**src/sv/pai_pkg.sv**
```systemverilog
package pai_pkg;

    localparam int POS_W   = 12;
    localparam int ANGLE_W = 17;
    localparam int SLOT_W  = 4;
    localparam int ENT_W   = 5;
    localparam int CFG_IDX_W = 2;
    localparam int TBL_ADDR_MAX_W = 8;

    // product of an 18-bit signed angle term and a 13-bit signed span term
    localparam int PROD_W = 31;
    // 2 * total + span, total below 2^29
    localparam int NUM_W  = 30;

    localparam logic [POS_W-1:0] POS_FULL = 12'hfff;

    localparam logic CMD_CONVERT = 1'b0;
    localparam logic CMD_LOAD    = 1'b1;

    localparam logic [1:0] PATH_LINEAR   = 2'd0;
    localparam logic [1:0] PATH_TABLE    = 2'd1;
    localparam logic [1:0] PATH_FALLBACK = 2'd2;

    localparam logic [CFG_IDX_W-1:0] CFG_USE_TABLE = 2'd0;
    localparam logic [CFG_IDX_W-1:0] CFG_MIN_ANGLE = 2'd1;
    localparam logic [CFG_IDX_W-1:0] CFG_MAX_ANGLE = 2'd2;
    localparam logic [CFG_IDX_W-1:0] CFG_ENTRIES   = 2'd3;

    localparam logic [ANGLE_W-1:0] MAX_ANGLE_RESET = 17'd92160;

    typedef struct packed {
        logic                cmd;
        logic [SLOT_W-1:0]   entry_index;
        logic [POS_W-1:0]    entry_position;
        logic [ANGLE_W-1:0]  entry_angle;
        logic [POS_W-1:0]    position;
    } t_in;

    typedef struct packed {
        logic [ANGLE_W-1:0] angle;
        logic [1:0]         path;
    } t_out;

    typedef struct packed {
        logic                      en;
        logic [TBL_ADDR_MAX_W-1:0] addr;
        logic [POS_W-1:0]          position;
        logic [ANGLE_W-1:0]        angle;
    } t_tbl_wr;

endpackage

```
**src/sv/pai_bp_table.sv**
```systemverilog
module pai_bp_table
    import pai_pkg::*;
#(
    parameter int DEPTH  = 16,
    parameter int ADDR_W = 4
) (
    input  logic               i_clk,
    input  t_tbl_wr            i_wr,
    input  logic [ADDR_W-1:0]  i_rd_addr,
    output logic [POS_W-1:0]   o_rd_position,
    output logic [ANGLE_W-1:0] o_rd_angle
);

    logic [POS_W-1:0]   r_pos_mem [DEPTH];
    logic [ANGLE_W-1:0] r_ang_mem [DEPTH];
    logic [POS_W-1:0]   r_rd_pos;
    logic [ANGLE_W-1:0] r_rd_ang;

    always_ff @(posedge i_clk) begin
        if (i_wr.en) begin
            r_pos_mem[i_wr.addr[ADDR_W-1:0]] <= i_wr.position;
            r_ang_mem[i_wr.addr[ADDR_W-1:0]] <= i_wr.angle;
        end
        r_rd_pos <= r_pos_mem[i_rd_addr];
        r_rd_ang <= r_ang_mem[i_rd_addr];
    end

    assign o_rd_position = r_rd_pos;
    assign o_rd_angle    = r_rd_ang;

endmodule

```
**src/sv/pai_serial_div.sv**
```systemverilog
module pai_serial_div
    import pai_pkg::*;
(
    input  logic               i_clk,
    input  logic               i_rst_n,
    input  logic               i_start,
    input  logic [NUM_W-1:0]   i_num,
    input  logic [POS_W-1:0]   i_den,
    output logic               o_done,
    output logic [ANGLE_W-1:0] o_quot
);

    // divides by 2*den; the quotient is known to fit in ANGLE_W bits, so the
    // remainder starts from the bits above the quotient field
    logic [POS_W:0]       r_rem;
    logic [ANGLE_W-1:0]   r_q;
    logic [POS_W-1:0]     r_den;
    logic [ENT_W-1:0]     r_cnt;
    logic                 r_busy;
    logic                 r_done;

    logic [POS_W:0]       n_rem;
    logic [POS_W+1:0]     trial;
    logic [POS_W+1:0]     dd;
    logic                 ge;

    always_comb begin
        dd    = {1'b0, r_den, 1'b0};
        trial = {r_rem, r_q[ANGLE_W-1]};
        ge    = (trial >= dd);
        n_rem = ge ? (POS_W+1)'(trial - dd) : trial[POS_W:0];
    end

    always_ff @(posedge i_clk) begin
        if (!i_rst_n) begin
            r_busy <= 1'b0;
            r_done <= 1'b0;
            r_cnt  <= '0;
        end else begin
            r_done <= 1'b0;
            if (i_start) begin
                r_busy <= 1'b1;
                r_cnt  <= '0;
            end else if (r_busy) begin
                r_cnt <= r_cnt + 1'b1;
                if (r_cnt == ENT_W'(ANGLE_W - 1)) begin
                    r_busy <= 1'b0;
                    r_done <= 1'b1;
                end
            end
        end
    end

    always_ff @(posedge i_clk) begin
        if (i_start) begin
            r_rem <= i_num[NUM_W-1:ANGLE_W];
            r_q   <= i_num[ANGLE_W-1:0];
            r_den <= i_den;
        end else if (r_busy) begin
            r_rem <= n_rem;
            r_q   <= {r_q[ANGLE_W-2:0], ge};
        end
    end

    assign o_done = r_done;
    assign o_quot = r_q;

endmodule

```
**src/sv/position_to_angle_interpolator_core.sv**
```systemverilog
// Converts a 12-bit position to an angle in degrees times 256. A word with
// cmd set to load writes one breakpoint in the accept cycle and busy stays
// low, so the next word can follow at once; a load to a slot at or beyond
// TABLE_DEPTH is dropped. A convert word raises busy until its result has
// been computed: a start step, a scan of the breakpoints when the table is
// in use (the scan stops once both brackets are found, at most the clamped
// entry count) followed by a check of the span, two products on the shared
// multiplier, a step to load the divider, the bit-serial divider and a step
// to take its quotient. The result is shown on o_result for exactly one
// cycle with o_done high, in the first cycle with busy low again; the
// receiver cannot stall it and must take it then. Configuration writes are
// taken at any time (o_cfg_ready is always high) but should only be made
// while busy is low.
module position_to_angle_interpolator_core
    import pai_pkg::*;
#(
    parameter int TABLE_DEPTH = 16
) (
    input  logic                 i_clk,
    input  logic                 i_rst_n,
    input  logic                 start,
    output logic                 busy,
    input  t_in                  i_item,
    output logic                 o_done,
    output t_out                 o_result,
    input  logic                 i_cfg_valid,
    output logic                 o_cfg_ready,
    input  logic [CFG_IDX_W-1:0] i_cfg_index,
    input  logic [ANGLE_W-1:0]   i_cfg_data
);

    localparam int ADDR_W = (TABLE_DEPTH > 2) ? $clog2(TABLE_DEPTH) : 1;

    localparam logic [2:0] ST_IDLE  = 3'd0;
    localparam logic [2:0] ST_SCAN  = 3'd1;
    localparam logic [2:0] ST_CHECK = 3'd2;
    localparam logic [2:0] ST_MUL0  = 3'd3;
    localparam logic [2:0] ST_MUL1  = 3'd4;
    localparam logic [2:0] ST_DIVGO = 3'd5;
    localparam logic [2:0] ST_DIV   = 3'd6;

    // configuration
    logic               r_use_table;
    logic [ANGLE_W-1:0] r_min_angle;
    logic [ANGLE_W-1:0] r_max_angle;
    logic [ENT_W-1:0]   r_entries;

    // sequencer and working registers
    logic [2:0]          r_state;
    logic [POS_W-1:0]    r_p;
    logic [POS_W-1:0]    r_p0;
    logic [POS_W-1:0]    r_p1;
    logic [ANGLE_W-1:0]  r_a0;
    logic [ANGLE_W-1:0]  r_a1;
    logic                r_have_lo;
    logic                r_have_hi;
    logic [ENT_W-1:0]    r_cnt;
    logic [ENT_W-1:0]    r_n;
    logic [1:0]          r_path;
    logic signed [PROD_W-1:0] r_acc;
    logic                r_out_vld;
    t_out                r_out;

    logic [ENT_W-1:0]    n_clamped;
    logic                accept;
    logic                slot_ok;
    logic [ADDR_W+SLOT_W-1:0] slot_ext;
    logic [ADDR_W+ENT_W-1:0]  next_idx;
    logic [ADDR_W-1:0]   rd_addr;
    t_tbl_wr             tbl_wr;
    logic [POS_W-1:0]    rd_pos;
    logic [ANGLE_W-1:0]  rd_ang;

    logic [POS_W-1:0]    n_p0;
    logic [POS_W-1:0]    n_p1;
    logic [ANGLE_W-1:0]  n_a0;
    logic [ANGLE_W-1:0]  n_a1;
    logic                n_have_lo;
    logic                n_have_hi;
    logic                scan_last;

    logic [POS_W-1:0]    span;
    logic signed [ANGLE_W:0] mul_a;
    logic signed [POS_W:0]   mul_b;
    logic signed [PROD_W-1:0] prod;
    logic [NUM_W-1:0]    div_num;
    logic                div_done;
    logic [ANGLE_W-1:0]  div_quot;

    assign accept   = start && !busy;
    assign busy     = (r_state != ST_IDLE);
    assign o_cfg_ready = 1'b1;

    assign n_clamped = (32'(r_entries) > TABLE_DEPTH) ? ENT_W'(TABLE_DEPTH) : r_entries;

    // table write port
    assign slot_ok  = (32'(i_item.entry_index) < TABLE_DEPTH);
    assign slot_ext = (ADDR_W+SLOT_W)'(i_item.entry_index);

    always_comb begin
        tbl_wr.en       = accept && (i_item.cmd == CMD_LOAD) && slot_ok;
        tbl_wr.addr     = TBL_ADDR_MAX_W'(slot_ext[ADDR_W-1:0]);
        tbl_wr.position = i_item.entry_position;
        tbl_wr.angle    = i_item.entry_angle;
    end

    // entry 0 is read while idle, so its data is there in the first scan cycle
    assign next_idx = (ADDR_W+ENT_W)'(r_cnt) + 1'b1;
    assign rd_addr  = (r_state == ST_SCAN) ? next_idx[ADDR_W-1:0] : '0;

    pai_bp_table #(
        .DEPTH  (TABLE_DEPTH),
        .ADDR_W (ADDR_W)
    ) u_table (
        .i_clk         (i_clk),
        .i_wr          (tbl_wr),
        .i_rd_addr     (rd_addr),
        .o_rd_position (rd_pos),
        .o_rd_angle    (rd_ang)
    );

    // bracket update for the entry whose data is on the read port
    always_comb begin
        n_p0      = r_p0;
        n_p1      = r_p1;
        n_a0      = r_a0;
        n_a1      = r_a1;
        n_have_lo = r_have_lo;
        n_have_hi = r_have_hi;
        if (rd_pos <= r_p) begin
            n_p0      = rd_pos;
            n_a0      = rd_ang;
            n_have_lo = 1'b1;
        end else begin
            n_p1      = rd_pos;
            n_a1      = rd_ang;
            n_have_hi = 1'b1;
        end
        scan_last = (n_have_lo && n_have_hi) || (next_idx == (ADDR_W+ENT_W)'(r_n));
    end

    // shared multiplier: a0 * span first, then (a1 - a0) * (p - p0)
    assign span = r_p1 - r_p0;

    always_comb begin
        if (r_state == ST_MUL1) begin
            mul_a = $signed({1'b0, r_a1}) - $signed({1'b0, r_a0});
            mul_b = $signed({1'b0, POS_W'(r_p - r_p0)});
        end else begin
            mul_a = $signed({1'b0, r_a0});
            mul_b = $signed({1'b0, span});
        end
        prod = PROD_W'(mul_a * mul_b);
    end

    // round to nearest: (2 * total + span) / (2 * span)
    assign div_num = NUM_W'({r_acc[NUM_W-2:0], 1'b0}) + NUM_W'(span);

    pai_serial_div u_div (
        .i_clk   (i_clk),
        .i_rst_n (i_rst_n),
        .i_start (r_state == ST_DIVGO),
        .i_num   (div_num),
        .i_den   (span),
        .o_done  (div_done),
        .o_quot  (div_quot)
    );

    // configuration registers
    always_ff @(posedge i_clk) begin
        if (!i_rst_n) begin
            r_use_table <= 1'b0;
            r_min_angle <= '0;
            r_max_angle <= MAX_ANGLE_RESET;
            r_entries   <= '0;
        end else if (i_cfg_valid && o_cfg_ready) begin
            unique case (i_cfg_index)
                CFG_USE_TABLE: r_use_table <= i_cfg_data[0];
                CFG_MIN_ANGLE: r_min_angle <= i_cfg_data;
                CFG_MAX_ANGLE: r_max_angle <= i_cfg_data;
                CFG_ENTRIES:   r_entries   <= i_cfg_data[ENT_W-1:0];
                default: ;
            endcase
        end
    end

    // sequencer
    always_ff @(posedge i_clk) begin
        if (!i_rst_n) begin
            r_state   <= ST_IDLE;
            r_out_vld <= 1'b0;
        end else begin
            r_out_vld <= 1'b0;
            unique case (r_state)
                ST_IDLE: begin
                    if (accept && (i_item.cmd == CMD_CONVERT)) begin
                        if (r_use_table && (n_clamped != '0)) begin
                            r_state <= ST_SCAN;
                        end else begin
                            r_state <= ST_MUL0;
                        end
                    end
                end
                ST_SCAN: begin
                    if (scan_last) begin
                        r_state <= ST_CHECK;
                    end
                end
                ST_CHECK: r_state <= ST_MUL0;
                ST_MUL0:  r_state <= ST_MUL1;
                ST_MUL1:  r_state <= ST_DIVGO;
                ST_DIVGO: r_state <= ST_DIV;
                ST_DIV: begin
                    if (div_done) begin
                        r_state   <= ST_IDLE;
                        r_out_vld <= 1'b1;
                    end
                end
                default: r_state <= ST_IDLE;
            endcase
        end
    end

    // working registers
    always_ff @(posedge i_clk) begin
        unique case (r_state)
            ST_IDLE: begin
                r_p       <= i_item.position;
                r_p0      <= '0;
                r_p1      <= POS_FULL;
                r_a0      <= r_min_angle;
                r_a1      <= r_max_angle;
                r_have_lo <= 1'b0;
                r_have_hi <= 1'b0;
                r_cnt     <= '0;
                r_n       <= n_clamped;
                r_path    <= (r_use_table && (n_clamped != '0)) ? PATH_TABLE : PATH_LINEAR;
            end
            ST_SCAN: begin
                r_p0      <= n_p0;
                r_p1      <= n_p1;
                r_a0      <= n_a0;
                r_a1      <= n_a1;
                r_have_lo <= n_have_lo;
                r_have_hi <= n_have_hi;
                r_cnt     <= r_cnt + 1'b1;
            end
            ST_CHECK: begin
                // empty or reversed span: plain scaling over the full range
                if (r_p1 <= r_p0) begin
                    r_p0   <= '0;
                    r_p1   <= POS_FULL;
                    r_a0   <= r_min_angle;
                    r_a1   <= r_max_angle;
                    r_path <= PATH_FALLBACK;
                end
            end
            ST_MUL0: r_acc <= prod;
            ST_MUL1: r_acc <= r_acc + prod;
            ST_DIVGO, ST_DIV: ;
            default: ;
        endcase
    end

    always_ff @(posedge i_clk) begin
        if ((r_state == ST_DIV) && div_done) begin
            r_out.angle <= div_quot;
            r_out.path  <= r_path;
        end
    end

    assign o_done   = r_out_vld;
    assign o_result = r_out;

    // a result strobe is never raised back to back
    a_done_single: assert property (@(posedge i_clk) disable iff (!i_rst_n)
        o_done |=> !o_done)
        else $error("result strobe held for two cycles");

    // the divider only finishes while the sequencer waits for it
    a_div_when_waited: assert property (@(posedge i_clk) disable iff (!i_rst_n)
        div_done |-> (r_state == ST_DIV))
        else $error("divider finished outside the divide state");

    // the span is positive once the multiply starts
    a_span_positive: assert property (@(posedge i_clk) disable iff (!i_rst_n)
        (r_state == ST_MUL0) |-> (r_p1 > r_p0))
        else $error("zero or negative span reached the multiplier");

    // a load word leaves the block free in the next cycle
    a_load_no_busy: assert property (@(posedge i_clk) disable iff (!i_rst_n)
        (accept && (i_item.cmd == CMD_LOAD)) |=> !busy)
        else $error("load word made the block busy");

    // the scan never visits more entries than are in use
    a_scan_bound: assert property (@(posedge i_clk) disable iff (!i_rst_n)
        (r_state == ST_SCAN) |-> (r_cnt < r_n))
        else $error("table scan ran past the entry count");

endmodule
```
**config.mk**
```make
export PLATFORM = sky130hd
export DESIGN_NAME = position_to_angle_interpolator_core
export DESIGN_NICKNAME = d
export VERILOG_FILES = /design/src/sv/pai_pkg.sv /design/src/sv/pai_bp_table.sv /design/src/sv/pai_serial_div.sv /design/src/sv/position_to_angle_interpolator_core.sv
export SDC_FILE = /design/constraint.sdc
export NUM_CORES = 2
export LEC_CHECK = 0
export BUFFER_PORTS_ARGS = -buffer_cell sky130_fd_sc_hd__buf_2
export CORE_ASPECT_RATIO = 1.75
export CORE_MARGIN = 4
export CORE_UTILIZATION = 60
export DETAILED_ROUTE_END_ITERATION = 6
export PLACE_DENSITY = 0.77
export SYNTH_ARGS = -nofsm -noshare
export SYNTH_HDL_FRONTEND = slang
export SYNTH_SLANG_ARGS = --single-unit
```
**constraint.sdc**
```tcl
create_clock -name i_clk -period 10.93 [get_ports i_clk]
set_input_delay 0.5465 -clock i_clk [delete_from_list [all_inputs] [get_ports i_clk]]
set_output_delay 0.5465 -clock i_clk [all_outputs]
set_load 0.05 [all_outputs]
```
==> out/qor.csv <==
stage,metric,value,unit
global_route,busiest grt layer,met2,
sta,max-slew violation count,0,
synthesis,synthesized-area fraction occupied by and/or/nand/nor cells,12.5,%
route,Total Wirelength,106,mm
clock_network,clk sinks,718,
synthesis,Syn. warnings,0,
synthesis,"EDFF count, synth",638,
setup_path,critical path peak fanout,8,
clock_network,root buffer cell,clkbuf_16,
synthesis,largest family of logic cells by synthesized area,adder cells,
cells_and_area,Layout area overhead,9.65,%
global_route,first-pass GRT wire length,161,mm
setup_path,Setup crit end kind,register,
cells_and_area,nets,4140,
floorplanning,Placement Rows,125,
synthesis,Post-Syn Instances,3632,
setup_path,worst reg2reg endpoint,r_acc[28],
synthesis,Post-synth top cells,"edfxtp_1 (638), nand2_1 (592), inv_1 (361), nor2_1 (292), fa_1 (196)",
flow_run,max-cap viol count,0,
global_route,Global Route Usage Sum,29.6,%
setup_path,"Slowest-stage cell, CP",fa_1,
clock_network,CTS buffer count,61,
floorplanning,I/O pins,91,
setup_path,Worst EP arrival,10.63,ns
floorplanning,die height,350,µm
synthesis,Syn Area/Cell,11.0,µm²
synthesis,Synth Area in Adders,15.2,%
clock_network,Clock Pin Slew Worst Setup and Hold Paths,0.07,ns
global_route,global-route met3 utilization,4.72,%
sta,Final Setup Violations,0,
clock_network,post-CTS sizing,0,
setup_path,R2R cell count,38,
route,Antenna Nets Post-Route,0,
synthesis,Synth Area in Compound Gates,10.6,%
synthesis,multiplexer area fraction after synthesis,2.28,%
sta,fin crit share,93.5,%
global_route,GR Util met2,55.5,%
floorplanning,Die Width,203,µm
clock_network,"Clk Latency, worst-skew pair",0.68,ns
placement,DP Wirelength,75.7,mm
sta,Final Hold Viols,0,
worst_hold_path,HP Class,input port to register,
setup_path,crit path launch type,register,
placement,input/output buffers,89,
sta,fmax,97.9,MHz
global_route,grt total ovfl,0,
route,vias,27779,
route,# DRC,0,
setup_path,Most Frequent Cell on Critical Path,inv_1,
global_route,met1 Use GR,29.4,%
setup_path,Setup Crit Path Kind,register to register,
global_route,vias in the first global route,28715,
clock_network,hold buffer count at CTS,0,
setup_path,R2R setup slack,0.72,ns
synthesis,cell taking the most area after synthesis,edfxtp_1,
synthesis,Post-Synth XOR/XNOR Area,2.92,%
sta,setup TNS,0,ns
cells_and_area,share of cells above drive strength 1,9.05,%
synthesis,Yosys reg bits,718,
synthesis,sequential cell area fraction in the yosys report,51.7,%
synthesis,async set or reset register ratio after synthesis,0,%
synthesis,synth top area cells,"edfxtp_1 (48%), fa_1 (9.8%), nand2_1 (5.5%)",
floorplanning,Core ar.,66300,µm²
status,outcome,"finished, final reports clean",
sta,Hold WS,0.0541,ns
floorplanning,Initial Util,60.5,%
sta,Worst-Margin Slew,1.15,ns
global_route,initial antenna violation count,20,
setup_path,CP Data Required Time,11.34,ns
setup_path,worst setup path start,r_p0[1],
synthesis,Unique masters post-synth,79,
route,routed length per placed instance,22.8,µm
sta,RSZ-0062 raised after global routing,no,
synthesis,mapped cell area,40100,µm²
clock_network,H-tree Lvls,2,
global_route,largest net degree at the start of global routing,67,
sta,Layout Skew,0.0438,ns
clock_network,# Post-CTS Setup Buffers,0,
floorplanning,Die ar.,71200,µm²
placement,Final GP Congestion,1.04,
setup_path,Critical Path Max Stage Delay,0.56,ns
route,Initial DRC Count,2116,
synthesis,Mapped Nets,4070,
setup_path,worst reg2reg path startpoint,r_p0[1],
sta,Slew HR,22.9,%
setup_path,CP endpoint,r_acc[28],
clock_network,Bufs on Longest Clock Path,3,
route,Pre-antenna DRT Iters,6,
synthesis,main flop type after synthesis,edfxtp_1,
route,Vias/cell,5.97,
synthesis,top-count cell post-synth,edfxtp_1,
sta,minimum clock period,10.21,ns
clock_network,CTS tree,yes,
synthesis,share of the synthesized area in the top cell type,47.8,%
-- flip-flops by register name, indices dropped and copies added (netlist names), 13 cells and up --
signal and cells:
u_table.r_pos_mem 192, r_min_angle 17, u_div.o_quot 17, u_div.r_rem 13, o_result 19, u_table.o_rd_angle 17, u_table.r_ang_mem 272, r_max_angle 17
r_a1 17, r_a0 17, r_acc 29
-- per-layer routing --
metal	wire length (µm)	part of all wire, %	up-vias
li1	-	-	12731
met1	33600	32	13594
met2	57100	54	1063
met3	6120	5.8	377
met4	9330	8.8	14
met5	91	0.086	-
-- cells by family (layout without fill, tap and decap cells) --
| logic type | count (synthesis) | after routing |
|---|---|---|
| AND/OR/NAND/NOR | 1169 | 1169 |
| flip-flops | 718 | 718 |
| AO/OA/AOI/OAI | 646 | 646 |
| buffers and inverters | 510 | 633 |
| adder cells (fa/ha/maj) | 369 | 369 |
| XOR/XNOR | 132 | 132 |
| multiplexers | 87 | 87 |
| other | 1 | 10 |
-- layout make-up --
cell class | instances | area (µm²)
Timing Repair Buffer | 155 | 941
Fill cell | 5027 | 22300
Sequential cell | 718 | 20800
Antenna cell | 9 | 22.5
Inverter | 362 | 1360
Tap cell | 889 | 1110
Multi-Input combinational cell | 2404 | 17600
Clock inverter | 49 | 617
Clock buffer | 67 | 1570
-- critical path: cells and delay by family, from the launching register on --
kind,cells,cell delay (ns)
mux,2,0.58
xor+xnor,3,0.81
flops,1,0.36
compound gates,12,3.01
fa+ha+maj,8,3.36
buf+inv,5,0.38
simple gates,8,1.50
-- cells in the final DEF, fill, tap and decap left out, types with 46 or more instances in the layout --
cell	synthesis	final
a311oi_1	46	46
a21oi_1	184	184
ha_1	173	173
buf_2	1	89
dfxtp_1	80	80
xnor2_1	76	75
fa_1	196	196
o22ai_1	52	52
nand3_1	80	80
clkbuf_16	0	61
a21o_1	61	61
xor2_1	55	54
nor2_1	292	277
nand2_1	592	588
mux2i_1	53	53
inv_1	361	361
buf_4	1	66
edfxtp_1	638	638
o21ai_0	98	97
-- how the worst min path moves through the flow --
| stage | from | end | depth (start not counted) |
|---|---|---|---|
| after detailed placement | r_path[1] | o_result[1] | 0 |
| final | i_item[0] | r_p[0] | 1 |
| after CTS | i_item[0] | r_p[0] | 1 |
| after global routing | i_item[0] | r_p[0] | 1 |
| after floorplan | r_path[0] | o_result[0] | 0 |
| after global placement | u_div.o_quot[7] | o_result[9] | 0 |
-- metrics by stage --
step / setup slack, ns / instances / area, µm² / util (%)
after detailed placement: 0.799 / 4528 / 41800 / 63.0
after global placement: 1.01 / 4528 / 41800 / 63.0
after global routing: 0.194 / 4646 / 44000 / 66.3
final: 0.716 / 4653 / 44000 / 66.3
after floorplan: 1.86 / 3632 / 40100 / -
after CTS: 0.733 / 4644 / 44000 / 66.3
Power is left out: the tool's default activity adds up to more than one toggle a clock period on the data nets, which glitch-free logic cannot reach.
